===== src/sv/spsc_pkg.sv =====
`timescale 1ns / 1ps
// shared types and constants of the stack pop sequence checker
package spsc_pkg;

    localparam int VAL_W      = 5;           // width of a value and of the length register
    localparam int CNT_W      = VAL_W + 1;   // holds n + 1 for the push counter
    localparam int MAX_LEN    = 16;          // default stack depth
    localparam int TDATA_IN_W = 8;
    localparam int TDATA_OUT_W = 8;
    localparam logic [VAL_W-1:0] LEN_RESET = VAL_W'(16);

    typedef enum logic [1:0] {
        ST_IDLE,
        ST_PUSH,
        ST_CMP,
        ST_FINISH
    } seq_state_t;

    // verdict of one word, ok in the lowest bit
    typedef struct packed {
        logic done;
        logic ok;
    } result_t;

endpackage


===== src/sv/spsc_ram.sv =====
`timescale 1ns / 1ps
// generic single-port-write, single-port-read ram with registered read
module spsc_ram #(
    parameter int WIDTH = 8,
    parameter int DEPTH = 16
) (
    input  logic                     aclk,
    input  logic                     wr_en,
    input  logic [$clog2(DEPTH)-1:0] wr_addr,
    input  logic [WIDTH-1:0]         wr_data,
    input  logic [$clog2(DEPTH)-1:0] rd_addr,
    output logic [WIDTH-1:0]         rd_data
);

    logic [WIDTH-1:0] mem [DEPTH];
    logic [WIDTH-1:0] rd_data_reg;

    always_ff @(posedge aclk) begin
        if (wr_en) begin
            mem[wr_addr] <= wr_data;
        end
        rd_data_reg <= mem[rd_addr];
    end

    assign rd_data = rd_data_reg;

endmodule


===== src/sv/spsc_seq.sv =====
`timescale 1ns / 1ps
// sequencer: push loop, top-of-stack compare and per-sequence state
module spsc_seq
    import spsc_pkg::*;
#(
    parameter int MAX_LENGTH = MAX_LEN
) (
    input  logic             aclk,
    input  logic             aresetn,
    input  logic             in_valid,
    output logic             in_ready,
    input  logic [VAL_W-1:0] in_value,
    input  logic [VAL_W-1:0] seq_len,
    input  logic             out_free,
    output logic             res_valid,
    output result_t          res
);

    localparam int AW = (MAX_LENGTH > 1) ? $clog2(MAX_LENGTH) : 1;
    localparam int DW = $clog2(MAX_LENGTH + 1);

    seq_state_t       state_reg, state_next;
    logic [DW-1:0]    depth_reg, depth_next;
    logic [CNT_W-1:0] push_reg, push_next;
    logic [CNT_W-1:0] pos_reg, pos_next;
    logic             failed_reg, failed_next;
    logic [VAL_W-1:0] value_reg, value_next;

    logic [CNT_W-1:0] n_eff;
    logic [CNT_W-1:0] pos_inc;
    logic             wr_en;
    logic [VAL_W-1:0] rd_data;
    logic             accept;

    // length clamped to 1..MAX_LENGTH
    always_comb begin
        if (seq_len == '0) begin
            n_eff = CNT_W'(1);
        end else if (32'(seq_len) > MAX_LENGTH) begin
            n_eff = CNT_W'(MAX_LENGTH);
        end else begin
            n_eff = CNT_W'(seq_len);
        end
    end

    assign in_ready = (state_reg == ST_IDLE);
    assign accept   = in_valid && in_ready;
    assign pos_inc  = pos_reg + CNT_W'(1);

    spsc_ram #(
        .WIDTH (VAL_W),
        .DEPTH (MAX_LENGTH)
    ) u_stack (
        .aclk    (aclk),
        .wr_en   (wr_en),
        .wr_addr (depth_reg[AW-1:0]),
        .wr_data (push_reg[VAL_W-1:0]),
        .rd_addr (AW'(depth_reg - DW'(1))),
        .rd_data (rd_data)
    );

    always_ff @(posedge aclk) begin
        if (!aresetn) begin
            state_reg  <= ST_IDLE;
            depth_reg  <= '0;
            push_reg   <= CNT_W'(1);
            pos_reg    <= '0;
            failed_reg <= 1'b0;
        end else begin
            state_reg  <= state_next;
            depth_reg  <= depth_next;
            push_reg   <= push_next;
            pos_reg    <= pos_next;
            failed_reg <= failed_next;
        end
        value_reg <= value_next;
    end

    always_comb begin
        state_next  = state_reg;
        depth_next  = depth_reg;
        push_next   = push_reg;
        pos_next    = pos_reg;
        failed_next = failed_reg;
        value_next  = value_reg;
        wr_en       = 1'b0;
        res_valid   = 1'b0;
        res.ok      = !failed_reg;
        res.done    = (pos_inc >= n_eff);

        case (state_reg)
            ST_IDLE: begin
                if (accept) begin
                    value_next = in_value;
                    if (failed_reg) begin
                        state_next = ST_FINISH;
                    end else if (in_value == '0 || CNT_W'(in_value) > n_eff) begin
                        failed_next = 1'b1;
                        state_next  = ST_FINISH;
                    end else begin
                        state_next = ST_PUSH;
                    end
                end
            end
            ST_PUSH: begin
                // one push per cycle; the read of the top runs in the last cycle
                if (push_reg <= n_eff && push_reg <= CNT_W'(value_reg)) begin
                    if (depth_reg < DW'(MAX_LENGTH)) begin
                        wr_en      = 1'b1;
                        depth_next = depth_reg + DW'(1);
                    end
                    push_next = push_reg + CNT_W'(1);
                end else if (depth_reg == '0) begin
                    failed_next = 1'b1;
                    state_next  = ST_FINISH;
                end else begin
                    state_next = ST_CMP;
                end
            end
            ST_CMP: begin
                if (rd_data == value_reg) begin
                    depth_next = depth_reg - DW'(1);
                end else begin
                    failed_next = 1'b1;
                end
                state_next = ST_FINISH;
            end
            ST_FINISH: begin
                if (out_free) begin
                    res_valid  = 1'b1;
                    state_next = ST_IDLE;
                    if (res.done) begin
                        depth_next  = '0;
                        push_next   = CNT_W'(1);
                        pos_next    = '0;
                        failed_next = 1'b0;
                    end else begin
                        pos_next = pos_inc;
                    end
                end
            end
            default: begin
                state_next = ST_IDLE;
            end
        endcase
    end

endmodule


===== src/sv/stack_pop_sequence_check.sv =====
`timescale 1ns / 1ps
// top level of the stack pop sequence checker
// path: an out-of-range word or one after a failure goes from accept straight to the finish state,
//   else through the push state (one ram push a cycle), the compare state unless the stack is empty, and finish
// throughput: one word in flight; s_tready returns when the verdict is registered into m_tvalid,
//   and a word waits longer while m_tready holds off
// reset: synchronous, active low; clears sequence state, length returns to 16, ram not cleared
module stack_pop_sequence_check
    import spsc_pkg::*;
#(
    parameter int MAX_LENGTH = MAX_LEN
) (
    input  logic                   aclk,
    input  logic                   aresetn,
    // input words
    input  logic                   s_tvalid,
    output logic                   s_tready,
    input  logic [TDATA_IN_W-1:0]  s_tdata,   // [4:0] pop_value, [7:5] zero
    // result words
    output logic                   m_tvalid,
    input  logic                   m_tready,
    output logic [TDATA_OUT_W-1:0] m_tdata,   // [0] ok_so_far, [7:1] zero
    output logic                   m_tlast,   // sequence_done
    // sequence_length register
    input  logic                   cfg_valid,
    output logic                   cfg_ready,
    input  logic [VAL_W-1:0]       cfg_data
);

    logic [VAL_W-1:0] len_reg;
    logic             m_valid_reg;
    result_t          m_res_reg;
    logic             out_free;
    logic             res_valid;
    result_t          res;

    // register writes are always taken
    assign cfg_ready = 1'b1;

    always_ff @(posedge aclk) begin
        if (!aresetn) begin
            len_reg <= LEN_RESET;
        end else if (cfg_valid) begin
            len_reg <= cfg_data;
        end
    end

    // the sequencer hands on a verdict only while the output register is empty or being read
    assign out_free = !m_valid_reg || m_tready;

    spsc_seq #(
        .MAX_LENGTH (MAX_LENGTH)
    ) u_seq (
        .aclk      (aclk),
        .aresetn   (aresetn),
        .in_valid  (s_tvalid),
        .in_ready  (s_tready),
        .in_value  (s_tdata[VAL_W-1:0]),
        .seq_len   (len_reg),
        .out_free  (out_free),
        .res_valid (res_valid),
        .res       (res)
    );

    always_ff @(posedge aclk) begin
        if (!aresetn) begin
            m_valid_reg <= 1'b0;
        end else if (out_free) begin
            m_valid_reg <= res_valid;
        end
        if (out_free && res_valid) begin
            m_res_reg <= res;
        end
    end

    assign m_tvalid = m_valid_reg;
    assign m_tdata  = {(TDATA_OUT_W - 1)'(0), m_res_reg.ok};
    assign m_tlast  = m_res_reg.done;

endmodule

===== config.mk =====
export PLATFORM = sky130hd
export DESIGN_NAME = stack_pop_sequence_check
export DESIGN_NICKNAME = d
export VERILOG_FILES = /design/src/sv/spsc_pkg.sv /design/src/sv/spsc_ram.sv /design/src/sv/spsc_seq.sv /design/src/sv/stack_pop_sequence_check.sv
export SDC_FILE = /design/constraint.sdc
export NUM_CORES = 1
export LEC_CHECK = 0
export BUFFER_PORTS_ARGS = -buffer_cell sky130_fd_sc_hd__buf_2
export CORE_ASPECT_RATIO = 1.2
export CORE_MARGIN = 2
export CORE_UTILIZATION = 60
export CTS_BUF_LIST = sky130_fd_sc_hd__clkbuf_2
export CTS_CLUSTER_SIZE = 20
export DETAILED_ROUTE_END_ITERATION = 16
export GPL_TIMING_DRIVEN = 0
export PLACE_DENSITY = 0.77
export SYNTH_ARGS = -nofsm -noshare
export SYNTH_HDL_FRONTEND = slang
export SYNTH_SLANG_ARGS = --single-unit

===== constraint.sdc =====
create_clock -name aclk -period 6.6 [get_ports aclk]
set_input_delay 0.99 -clock aclk [delete_from_list [all_inputs] [get_ports aclk]]
set_output_delay 0.99 -clock aclk [all_outputs]
set_load 0.1 [all_outputs]

==> Word level (Yosys, flattened, before mapping) <==
Memory sizes are Yosys's and may differ from the RTL's. A register that Yosys moved wholly into a read port is not among the register bits.
Index checks and enable logic that the tools add are counted.
{ "classes": {"muxes": 36, "n_reduce_logical": 19, "addsub": 4, "n_lt_le_gt_ge": 6, "n_eq_ne": 13} }
{ "op_table": {"columns": ["cell", "n"], "rows": [
  ["5-bit 2-to-1 mux", 6],
  ["6-bit 2-to-1 mux", 5],
  ["1-bit 2-to-1 mux", 16],
  ["5-bit logical NOT", 3],
  ["5-bit case mux with 3 select lines", 1],
  ["6-bit by 1-bit adder with 6-bit output, second input constant", 2],
  ["6-bit case mux with 2 select lines", 1],
  ["6-bit AND reduction", 2],
  ["2-bit 2-to-1 mux", 5],
  ["2-bit inequality test, second input constant", 5],
  ["2-bit by 1-bit inequality test with 1-bit output, second input constant", 4],
  ["2-bit case mux with 4 select lines", 1],
  ["6-bit >= comparator", 1],
  ["5-bit by 6-bit greater-than comparator with 1-bit output", 1],
  ["6-bit by 5-bit <= comparator with 1-bit output", 1],
  ["6-bit <= comparator", 1],
  ["5-bit by 1-bit adder with 5-bit output, second input constant", 1],
  ["5-bit == test", 1],
  ["5-bit greater-than comparator, second input constant", 1],
  ["5-bit less-than comparator, second input constant", 1],
  ["5-bit by 1-bit subtractor with 5-bit output, second input constant", 1],
  ["2-bit == test, second input constant", 2],
  ["1-bit case mux with 4 select lines", 1],
  ["2-bit AND reduction", 2],
  ["other kinds (9)", 13]
]} }
{ "totals": {"word_cells": 89, "memories": 1, "ram_bits": 80, "output_inout_bits": 12, "reg_bits": 33} }
{ "memory_table": {"columns": ["name", "depth", "word_bits", "rd", "rd_ports_with_merged_regs", "wr", "line", "source"], "rows": [
  ["u_seq.u_stack.mem", 16, 5, 1, 1, 1, "spsc_ram.sv:15", "logic [WIDTH-1:0] mem [DEPTH];"]
]} }

==> Longest topological paths before layout <==
Gate-level depths: netlist of run 1.
{ "logic_depth": {"depth_word": 9, "mapped_depth": 11} }

==> Modules after synthesis <==
Synthesis of run 1 repeated with hierarchy kept, for this count alone.
{ "hier_totals": {"hier_cells": 437, "area_unflattened_um2": 5690.5} }
{ "modules_own_cells": {"columns": ["mod", "instances", "seq_area_each_um2", "area_each_um2", "cells_per_inst"], "rows": [
  ["spsc_ram", 1, 2502.4, 3213.1, 155],
  ["spsc_seq", 1, 550.5, 2108.3, 249],
  ["stack_pop_sequence_check", 1, 180.2, 369.1, 33]
]} }

==> Worst setup path before layout of run 1 <==
Ideal clock, no wire load.
{ "synth_timing": {"path_kind": "reg-to-reg", "from": "reg u_seq.push_reg[3]", "to": "mem u_seq.u_stack.mem[3][0] (netlist name) (enable)", "arrival_ns": 2.555, "synth_period_minus_slack_ns": 2.936, "stages_incl_launch_ff": 9, "path_slack_ns": 3.664, "setup_time_ns": 0.381, "path_cell_list": "dfxtp_1 -> ha_1 -> a21o_1 -> a211o_1 -> nor2_1 -> o221ai_1 -> buf_2 -> buf_1 -> nor4_1"} }
{ "synth_via": {"elab_chain_len": 6} }
{ "synth_lines": {"columns": ["item", "line", "source"], "rows": [
  ["start: declaration", "spsc_seq.sv:24", "logic [CNT_W-1:0] push_reg, push_next;"],
  ["start signal: assignment", "spsc_seq.sv:72", "push_reg <= push_next;"],
  ["6-bit <= comparator or 6-bit by 5-bit <= comparator with 1-bit output (tied branches)", "spsc_seq.sv:107", "if (push_reg <= n_eff && push_reg <= CNT_W'(value_reg)) begin"],
  ["1-bit logical AND *", "spsc_seq.sv:107", null],
  ["1-bit 2-to-1 mux *", "spsc_seq.sv:107", null],
  ["1-bit 2-to-1 mux *", "spsc_seq.sv:91", "case (state_reg)"],
  ["1-bit 2-to-1 mux *", "spsc_ram.sv:19", "if (wr_en) begin"],
  ["1-bit 2-to-1 mux (not written as such) *", "spsc_ram.sv:20", "mem[wr_addr] <= wr_data;"],
  ["end: declaration", "spsc_ram.sv:15", null]
]} }
Mark *: on every way between the ends. The rest lies on a longest branch, timed or not.

==> Worst setup path after layout of run 1 <==
{ "layout_timing": {"from": "reg u_seq.push_reg[3]", "to": "mem u_seq.u_stack.mem[3][4] (netlist name) (enable)"} }
Same word-level chain as after synthesis.

==> results.cfg, run 1 <==
[cells_and_area]
nets = 508
largest_register_ff_count = 80
drive_above_1_share = 0.206
most-common-layout-cells = 87 x sky130_fd_sc_hd__edfxtp_1, 31 x sky130_fd_sc_hd__ha_1, 31 x sky130_fd_sc_hd__dfxtp_1
num_antenna_cells = 0
stdcell_area_sq_um = 6190
area.growth.synth_to_final_pct = 9.92
final_common_cell = sky130_fd_sc_hd__edfxtp_1

[floorplan]
floorplan.core_area_sq_um = 9080
ioPinCount = 30
die_height_microns = 110
core.rowCount = 38
die_area_sq_um = 10200
initial_core_util = 0.621
dieWidth_microns = 92.5

[placed_design]
placed_cell_area_sq_um = 5890
routabilityCongestion = 0.859
placement.io_buffers = 17
place_hpwl_mm = 8.33

[setup_path]
reg2reg_to = u_seq.u_stack.mem[3][4]
critPathKind = flip-flop to flip-flop
r2r_slack_ns = 2.73
cells_on_worst_reg2reg_path = 8
rr_startpoint = u_seq.push_reg[3]
critPathCapture = u_seq.u_stack.mem[3][4]
critical_path.max_fanout = 22
timing.critical_path.to_type = flip-flop
crit_path_start = u_seq.push_reg[3]
critical_path.cell_chain = ha_1 > a21o_1 > a211o_1 > nor2_1 > o221ai_1 > buf_2 > buf_1 > nor4_1
critPathLaunchType = flip-flop
critPathRequiredTime_ns = 6.90
worst_stage_delay_on_the_critical_path_ns = 0.93
slowest_stage = sky130_fd_sc_hd__nor4_1
cp.arrival_ns = 4.18

[synthesis]
postSynth.asyncResetShare = 0
syn-instance-count = 417
synthesis.area_per_instance_sq_um = 13.5
synth_seq_area_share = 0.574
yosys_warnings = 0
synth_cell_type_count = 60
ys_seq_elements = 118
postSynth.topFlopCell = sky130_fd_sc_hd__edfxtp_1
syn_area_sq_um = 5640
post_synth_edffs = 87

[drt]
dr.pass1.iters = 7
vias = 3644
drc = 0
drt-vias-per-instance = 6.16
wl_mm = 12.0
dr.first_iter.drc_count = 364
antenna_violating_nets_post_route = 0
post_drt_wl_per_cell_microns = 20.2

[global_routing]
groute.usage.overall = 0.252
grt_overflow = 0
grt_pass1_vias = 3529
first_pass_grt_wire_length_mm = 18.7
number_of_antenna_violations_at_the_first_check_in_global_routing = 1
largest_net_degree_at_the_start_of_global_routing = 23

[power]
power_density_nw_per_um2 = 398
power.static_leakage_nw = 2.29
peak_supply_drop_uv = 178
total_power_mw = 2.47

[sta]
finalWorstPathRequiredPeriod_ns = 3.87
grt_setup_unrepaired = false
finalSetupTns_ns = 0
max_slew_margin = 0.215
maxClockFrequency_mhz = 258
timing_hold_violations_final = 0
slew_viol_final = 0
layout_skew_ns = 0.0399
fin_crit_sh = 0.587
finalSetupViolCount = 0
transition_time_of_the_tightest_slew_check_pin_ns = 1.17

[cts]
cts_made_buffers = 17
htree_num_levels = 4
postCtsResizedCells = 0
worst_skew_pair_latency_ns = 0.68
cts_tree = built
cts_root_buf = sky130_fd_sc_hd__clkbuf_2
cts-hold-fix-buffers = 0
cts.path.max_buffers = 2
post-cts-setup-buffer-count = 0
cts.sink_count = 118
cts.clk_slew.worst_paths_ns = 0.16

[job]
max_cap_viol_count = 0

[worst_hold_path]
worstHoldPathType = flip-flop to flip-flop

[outcome]
run_status = finished, final reports clean
-- cells by family (layout without fill, tap and decap cells) --
logic type                 count (synthesis)  in the layout  share of synthesized area
buffers and inverters                     44             93                     0.0357
adders and majority gates                 31             31                     0.0688
other                                      2              8                    0.00133
DFF                                      118            118                      0.574
xor gates and xnor gates                  10             10                     0.0155
muxes                                     33             33                      0.114
AOI/OAI and AO/OA                         70             70                     0.0935
and+or+nand+nor                          109            109                     0.0973
-- layout make-up --
cell class,count,area (sq um)
multi-input cells,261,2220
clock inverters,13,206
clock buffers,19,95.1
inverters,18,67.6
repair buffers,17,85.1
well taps,120,150
plain buffers,26,134
fillers,661,2890
flip-flops and latches,118,3230
-- power by group --
part / leakage (nW) / switching [mW] / internal [mW]
clock network: 0.176 / 0.270 / 0.290
registers: 1.06 / 0.0775 / 0.896
logic: 1.05 / 0.554 / 0.381
-- cells in the mapped netlist, drive strengths merged, types with 5 or more instances --
master   n  area (sq um)
clkbuf  12          45.0
inv     17          63.8
and3     5          31.3
nand2   22          82.6
nand3   11          55.1
mux2i    8          80.1
mux4    25           563
a21oi   15          75.1
ha      31           388
edfxtp  87          2610
buf     14          88.8
nor3    16          80.1
a211oi   6          45.0
a21o     5          40.0
dfxtp   31           621
xnor2    6          52.6
nor2    24          90.1
o21ai    8          40.0
o211ai   8          60.1
nor4     5          31.3
nor2b    5          31.3
nand2b   7          43.8
-- stage by stage --
step                setup slack (ns)   util  std cells  hold slack, ns
floorplan                       3.66      -        423           0.438
global route                    2.45  0.682        592           0.491
CTS                             2.78  0.682        592           0.477
global placement                2.83  0.649        560           0.452
finish                          2.73  0.682        592           0.473
detailed placement              2.77  0.649        560           0.458
-- layer usage --
metal / GRT usage / routed length [microns] / vias to the layer above
li1: - / - / 1679
met3: 0.0578 / 649 / 38
met1: 0.321 / 4900 / 1782
met4: 0.106 / 351 / 2
met2: 0.420 / 6040 / 143
met5: 0 / 10 / -
-- worst max-delay path, delay by kind of cell (launching register included) --
kind,cells,cell delay (ns)
and+or+nand+nor,2,1.07
DFF,1,0.90
AOI/OAI and AO/OA,3,0.68
buffers and inverters,2,0.48
adders and majority gates,1,0.38
-- worst min-delay path by stage --
stage	start	to	cells after the start
5_1_grt	u_seq.failed_reg	u_seq.failed_reg	2
6_report	u_seq.failed_reg	u_seq.failed_reg	2
3_3_place_gp	u_seq.failed_reg	u_seq.failed_reg	2
3_5_place_dp	u_seq.failed_reg	u_seq.failed_reg	2
4_1_cts	u_seq.failed_reg	u_seq.failed_reg	2
2_1_floorplan	u_seq.failed_reg	u_seq.failed_reg	2
(Power assumes the default switching activity.)
==> inputs of run 2 (changes only) <==
--- a/config.mk
+++ b/config.mk
@@ -5,6 +5,7 @@
 export SDC_FILE = /design/constraint.sdc
 export NUM_CORES = 1
 export LEC_CHECK = 0
+export ABC_AREA = 1
 export BUFFER_PORTS_ARGS = -buffer_cell sky130_fd_sc_hd__buf_2
 export CORE_ASPECT_RATIO = 1.2
 export CORE_MARGIN = 2
==> constraint.sdc (replaced) <==
create_clock -name aclk -period 3.9 [get_ports aclk]
set_input_delay 0.585 -clock aclk [delete_from_list [all_inputs] [get_ports aclk]]
set_output_delay 0.585 -clock aclk [all_outputs]
set_load 0.1 [all_outputs]
==> run 2 against run 1 <==
Final cell count rose by 30%. Critical path depth rose by 4. Routed wire length rose by 4.0%. Combinational power rose by 74%. Register-to-register slack got worse by 2.2 ns.
==> results.cfg, run 2 <==
[global_routing]
first_pass_grt_wire_length_mm = 19.9
grt_overflow = 0
grt_pass1_vias = 4169
number_of_antenna_violations_at_the_first_check_in_global_routing = 0
groute.usage.overall = 0.253
largest_net_degree_at_the_start_of_global_routing = 23

[power]
power.static_leakage_nw = 2.50
cellInternalPower_mw = 2.43
p_sw_frac = 0.412
power_frac_comb = 0.396
peak_supply_drop_uv = 459
power_density_nw_per_um2 = 652
total_power_mw = 4.12
p_seq_frac = 0.408
p_switching_mw = 1.70
clk_network_pwr_share = 0.196

[cells_and_area]
area.growth.synth_to_final_pct = 8.76
post_route_utilization = 0.668
stdcell_area_sq_um = 6320
largest_register_ff_count = 80
nets = 680
sequential_cell_area_sq_um = 3230
num_antenna_cells = 0
drive_above_1_share = 0.132
most-common-layout-cells = 104 x sky130_fd_sc_hd__nor2_1, 89 x sky130_fd_sc_hd__nand2_1, 87 x sky130_fd_sc_hd__edfxtp_1
area_of_the_multi_input_gates_sq_um = 2220
nFillCells = 765
final_common_cell = sky130_fd_sc_hd__nor2_1

[setup_path]
path_depth = 12
reg2reg_to = u_seq.u_stack.mem[7][0]
crit_family = simple AND/OR/NAND/NOR gates
critical-path-top-cell-by-count = sky130_fd_sc_hd__nand2_1
rr_startpoint = len_reg[1]
critPathKind = flip-flop to flip-flop
cells_on_worst_reg2reg_path = 12
slowest_stage = sky130_fd_sc_hd__nor3_1
worst_stage_delay_on_the_critical_path_ns = 0.66
critPathLaunchType = flip-flop
critical_path.n_buffers_inverters = 1
timing.critical_path.to_type = flip-flop
critPathCapture = u_seq.u_stack.mem[7][0]
r2r_slack_ns = 0.50
crit_path_start = len_reg[1]
cp.arrival_ns = 3.70
critical_path.cell_chain = or4_1 > nand2_1 > nand2_1 > ha_1 > nand2_1 > nor2_2 > nand3_1 > nand2_4 > nand3_1 > nor2_1 > inv_2 > nor3_1
critical_path.max_fanout = 7
critPathRequiredTime_ns = 4.20

[sta]
grt_setup_unrepaired = false
finalSetupViolCount = 0
max_slew_margin = 0.396
layout_skew_ns = 0.0368
finalSetupTns_ns = 0
fin_crit_sh = 0.872
timing_hold_violations_final = 0
maxClockFrequency_mhz = 294
slew_viol_final = 0
finalWorstPathRequiredPeriod_ns = 3.40
transition_time_of_the_tightest_slew_check_pin_ns = 0.905

[floorplan]
initial_core_util = 0.614
core.rowCount = 39
ioPinCount = 30
floorplan.core_area_sq_um = 9470
die_height_microns = 112
die_area_sq_um = 10500
dieWidth_microns = 93.9

[cts]
cts_root_buf = sky130_fd_sc_hd__clkbuf_2
cts.sink_count = 118
cts.clk_slew.worst_paths_ns = 0.17
cts-hold-fix-buffers = 0
cts_made_buffers = 17
cts.path.max_buffers = 2
htree_num_levels = 4
post-cts-setup-buffer-count = 0
postCtsResizedCells = 0
cts_tree = built
worst_skew_pair_latency_ns = 0.67

[drt]
dr.first_iter.drc_count = 375
post_drt_wl_per_cell_microns = 16.2
drt-vias-per-instance = 5.59
drc = 0
wl_mm = 12.4
antenna_violating_nets_post_route = 0
dr.pass1.iters = 7
vias = 4291

[synthesis]
synth_area_leader_cell = sky130_fd_sc_hd__edfxtp_1
post_synth_edffs = 87
post-synth-top-count-cell = sky130_fd_sc_hd__nor2_1
post_synth_main_area_contributors = sky130_fd_sc_hd__edfxtp_1 45%, sky130_fd_sc_hd__dfxtp_1 11%, sky130_fd_sc_hd__nor2_1 6.7%
synth_cell_type_count = 37
postSynth.topFlopCell = sky130_fd_sc_hd__edfxtp_1
synth_top_cell_area_share = 0.449
synthesis.area_per_instance_sq_um = 9.89
synth_seq_area_share = 0.556
syn-instance-count = 588
syn_area_sq_um = 5820
yosys_warnings = 0
postSynth.asyncResetShare = 0
post_synth_most_frequent_cells = 104 x sky130_fd_sc_hd__nor2_1, 89 x sky130_fd_sc_hd__nand2_1, 87 x sky130_fd_sc_hd__edfxtp_1
ys_seq_elements = 118

[worst_hold_path]
whs_path_depth = 1
worstHoldPathType = input pin to flip-flop

[placed_design]
placed_cell_area_sq_um = 6080
place_hpwl_mm = 8.93
routabilityCongestion = 0.863
placement.io_buffers = 18

[outcome]
run_status = finished, final reports clean

[job]
max_cap_viol_count = 0
-- run 2: cell types whose count changed in the layout (fill, tap and decap cells not counted), sizes merged, moves of 13 or more --
| cell | change |
|---|---|
| inv | +39 |
| o32ai | +13 |
| o21ai | +37 |
| nand2 | +71 |
| mux4 | -25 |
| nor2 | +82 |
-- run 2: layer usage --
layer / routed length, microns / part of all wire / GRT usage / up-vias
met4: 495 / 0.040 / 0.129 / 0
met3: 783 / 0.063 / 0.0663 / 41
met1: 4700 / 0.38 / 0.283 / 1985
li1: - / - / - / 2087
met5: 0 / 0 / 0 / -
met2: 6450 / 0.52 / 0.440 / 178
-- run 2: how the worst min path moves through the flow --
stage,from,endpoint
after floorplan,u_seq.pos_reg[5],u_seq.pos_reg[5]
after global placement,u_seq.pos_reg[5],u_seq.pos_reg[5]
after detailed placement,u_seq.pos_reg[5],u_seq.pos_reg[5]
after CTS,s_tdata[1],u_seq.value_reg[1]
after global routing,s_tdata[1],u_seq.value_reg[1]
final,s_tdata[1],u_seq.value_reg[1]
-- run 2: power by group through the flow --
stage	Sequential, mW	Combinational (mW)	Clock (mW)
after floorplan	1.68	1.19	0
after global placement	1.71	1.56	0
after detailed placement	1.71	1.60	0
after CTS	1.69	1.61	0.824
after global routing	1.71	1.80	0.878
final	1.68	1.63	0.807
-- run 2: area by class of cell --
class | count | share of cell area
clock inverter | 10 | 0.0210
timing repair buffer | 18 | 0.0142
multi-input combinational | 392 | 0.352
tap | 123 | 0.0243
buffer | 28 | 0.0271
inverter | 56 | 0.0332
clock buffer | 22 | 0.0174
sequential | 118 | 0.511
-- run 2: cells by family after synthesis --
group           count (synthesis)  share of synthesized area
simple gates                  238                      0.176
flops                         118                      0.556
compound gates                 97                      0.105
buf+inv                        84                     0.0656
fa+ha+maj                      31                     0.0667
xor+xnor                       12                     0.0194
mux                             6                     0.0103
other cells                     2                    0.00129
-- run 2: stage by stage --
stage / setup WS (ns) / std cells / hold WS, ns
after floorplan: 1.10 / 594 / 0.427
after global placement: 0.635 / 735 / 0.435
after detailed placement: 0.578 / 735 / 0.443
after CTS: 0.557 / 767 / 0.0741
after global routing: 0.319 / 767 / 0.0448
final: 0.500 / 767 / 0.135
==> inputs of run 3 (changes only) <==
==> constraint.sdc (replaced) <==
create_clock -name aclk -period 3.4 [get_ports aclk]
set_input_delay 0.51 -clock aclk [delete_from_list [all_inputs] [get_ports aclk]]
set_output_delay 0.51 -clock aclk [all_outputs]
set_load 0.1 [all_outputs]
==> run 3 against run 2 <==
Global-route usage is essentially flat. Final cell count grew 0.65%. Clock skew shrank 0.0032 ns. Largest cell class unchanged. Critical path type unchanged.
==> results.cfg, run 3 (same netlist as run 2, synthesis figures left out) <==
[setup_path]
critical_path.cell_chain = or4_1 > nand2_1 > nand2_1 > ha_1 > nand2_1 > nor2_2 > nand3_1 > nand2_4 > nand3_1 > nor2_1 > inv_2 > nor3_1
r2r_slack_ns = 0.04
critPathLaunchType = flip-flop
critical-path-top-cell-by-count = sky130_fd_sc_hd__nand2_1
timing.critical_path.to_type = flip-flop
critPathKind = flip-flop to flip-flop
cp.arrival_ns = 3.67
critical_path.max_fanout = 7
slowest_stage = sky130_fd_sc_hd__nor3_1
worst_stage_delay_on_the_critical_path_ns = 0.64
critPathRequiredTime_ns = 3.71

[drt]
drt-vias-per-instance = 5.54
dr.first_iter.drc_count = 341
vias = 4278
post_drt_wl_per_cell_microns = 16.2
drc = 0
wl_mm = 12.5
antenna_violating_nets_post_route = 0
dr.pass1.iters = 6

[power]
p_switching_mw = 1.96
p_seq_frac = 0.407
p_sw_frac = 0.413
total_power_mw = 4.74
power_frac_comb = 0.397
clk_network_pwr_share = 0.196
power.static_leakage_nw = 2.52
peak_supply_drop_uv = 527
cellInternalPower_mw = 2.79
power_density_nw_per_um2 = 743

[placed_design]
place_hpwl_mm = 8.93
dp.cells = 735
place_ws_ns = 0.0784
placement.io_buffers = 18
routabilityCongestion = 0.863

[cells_and_area]
final_common_cell = sky130_fd_sc_hd__nor2_1
drive_above_1_share = 0.139
area.growth.synth_to_final_pct = 9.83
nets = 685
most-common-layout-cells = 99 x sky130_fd_sc_hd__nor2_1, 89 x sky130_fd_sc_hd__nand2_1, 87 x sky130_fd_sc_hd__edfxtp_1
num_antenna_cells = 0
largest_register_ff_count = 80
area_of_the_multi_input_gates_sq_um = 2240
instances_no_fill = 772
nFillCells = 754
sequential_cell_area_sq_um = 3230

[cts]
post-cts-setup-buffer-count = 0
cts.path.max_buffers = 2
cts_made_buffers = 17
htree_num_levels = 4
cts.sink_count = 118
cts_tree = built
worst_skew_pair_latency_ns = 0.67
cts_root_buf = sky130_fd_sc_hd__clkbuf_2
cts.clk_slew.worst_paths_ns = 0.17

[sta]
timing.final.ws_setup_ns = 0.0358
finalSetupViolCount = 0
grt_setup_unrepaired = true
finalSetupTns_ns = 0
max_slew_margin = 0.372
transition_time_of_the_tightest_slew_check_pin_ns = 0.941
timing_hold_violations_final = 0
maxClockFrequency_mhz = 297
finalWorstPathRequiredPeriod_ns = 3.36
slew_viol_final = 0
fin_crit_sh = 0.989
layout_skew_ns = 0.0336

[floorplan]
die_area_sq_um = 10500
ioPinCount = 30
core.rowCount = 39
floorplan.core_area_sq_um = 9470
initial_core_util = 0.614
die_height_microns = 112
dieWidth_microns = 93.9

[outcome]
run_status = finished, final reports clean

[job]
max_cap_viol_count = 0

[global_routing]
groute.usage.overall = 0.254
grt_overflow = 0
first_pass_grt_wire_length_mm = 19.9
number_of_antenna_violations_at_the_first_check_in_global_routing = 0
largest_net_degree_at_the_start_of_global_routing = 23
grt_pass1_vias = 4181

[worst_hold_path]
worstHoldPathType = input pin to flip-flop
[run 3: path summary, 6_finish.rpt]
path                                                end  depth (start not counted)              from
worst min register to register         u_seq.pos_reg[5]                          2  u_seq.pos_reg[5]
worst min-delay path                         len_reg[4]                          3       cfg_data[4]
worst max-delay path            u_seq.u_stack.mem[7][0]                         12        len_reg[0]
worst max register to register  u_seq.u_stack.mem[7][0]                         12        len_reg[0]
[run 3: worst max-delay path: cells and delay by family (launching register included)]
family | cells | cell delay, ns
buffers and inverters | 1 | 0.12
flip-flops | 1 | 0.34
AND/OR/NAND/NOR | 10 | 2.23
adder cells (fa/ha/maj) | 1 | 0.31
[run 3: repair_timing]
item / 4_1_cts / 5_1_grt
hold buffers: 1 / 4
resized for setup: 0 / 5
endpoints found under the setup margin: 0 / 39
hold endpoints to repair: 1 / 4
[run 3: routing by layer]
| metal | track usage | part of all wire | up-vias |
|---|---|---|---|
| li1 | - | - | 2102 |
| met1 | 0.283 | 0.39 | 1975 |
| met2 | 0.441 | 0.52 | 164 |
| met3 | 0.0663 | 0.058 | 37 |
| met4 | 0.129 | 0.032 | 0 |
| met5 | 0 | 0 | - |
[run 3: cell type report]
cell class / count / share of cell area
sequential: 118 / 0.506
multi-input combinational: 392 / 0.350
inverter: 56 / 0.0329
buffer: 28 / 0.0268
tap: 123 / 0.0241
timing repair buffer: 23 / 0.0219
clock inverter: 10 / 0.0208
clock buffer: 22 / 0.0172
[run 3: power by group through the flow]
stage / registers, mW / clock network [mW] / logic (mW)
CTS: 1.94 / 0.945 / 1.85
floorplan: 1.93 / 0 / 1.37
detailed placement: 1.97 / 0 / 1.84
global placement: 1.96 / 0 / 1.79
finish: 1.93 / 0.930 / 1.88
global route: 1.96 / 1.01 / 2.08
[run 3: metrics by stage]
step | util | area, sq um | hold WS [ns]
3_3_place_gp | 0.642 | 6080 | 0.435
6_report | 0.675 | 6390 | 0.0665
5_1_grt | 0.675 | 6390 | -0.00150
4_1_cts | 0.669 | 6330 | 0.00559
3_5_place_dp | 0.642 | 6080 | 0.443
2_1_floorplan | - | 5840 | 0.427
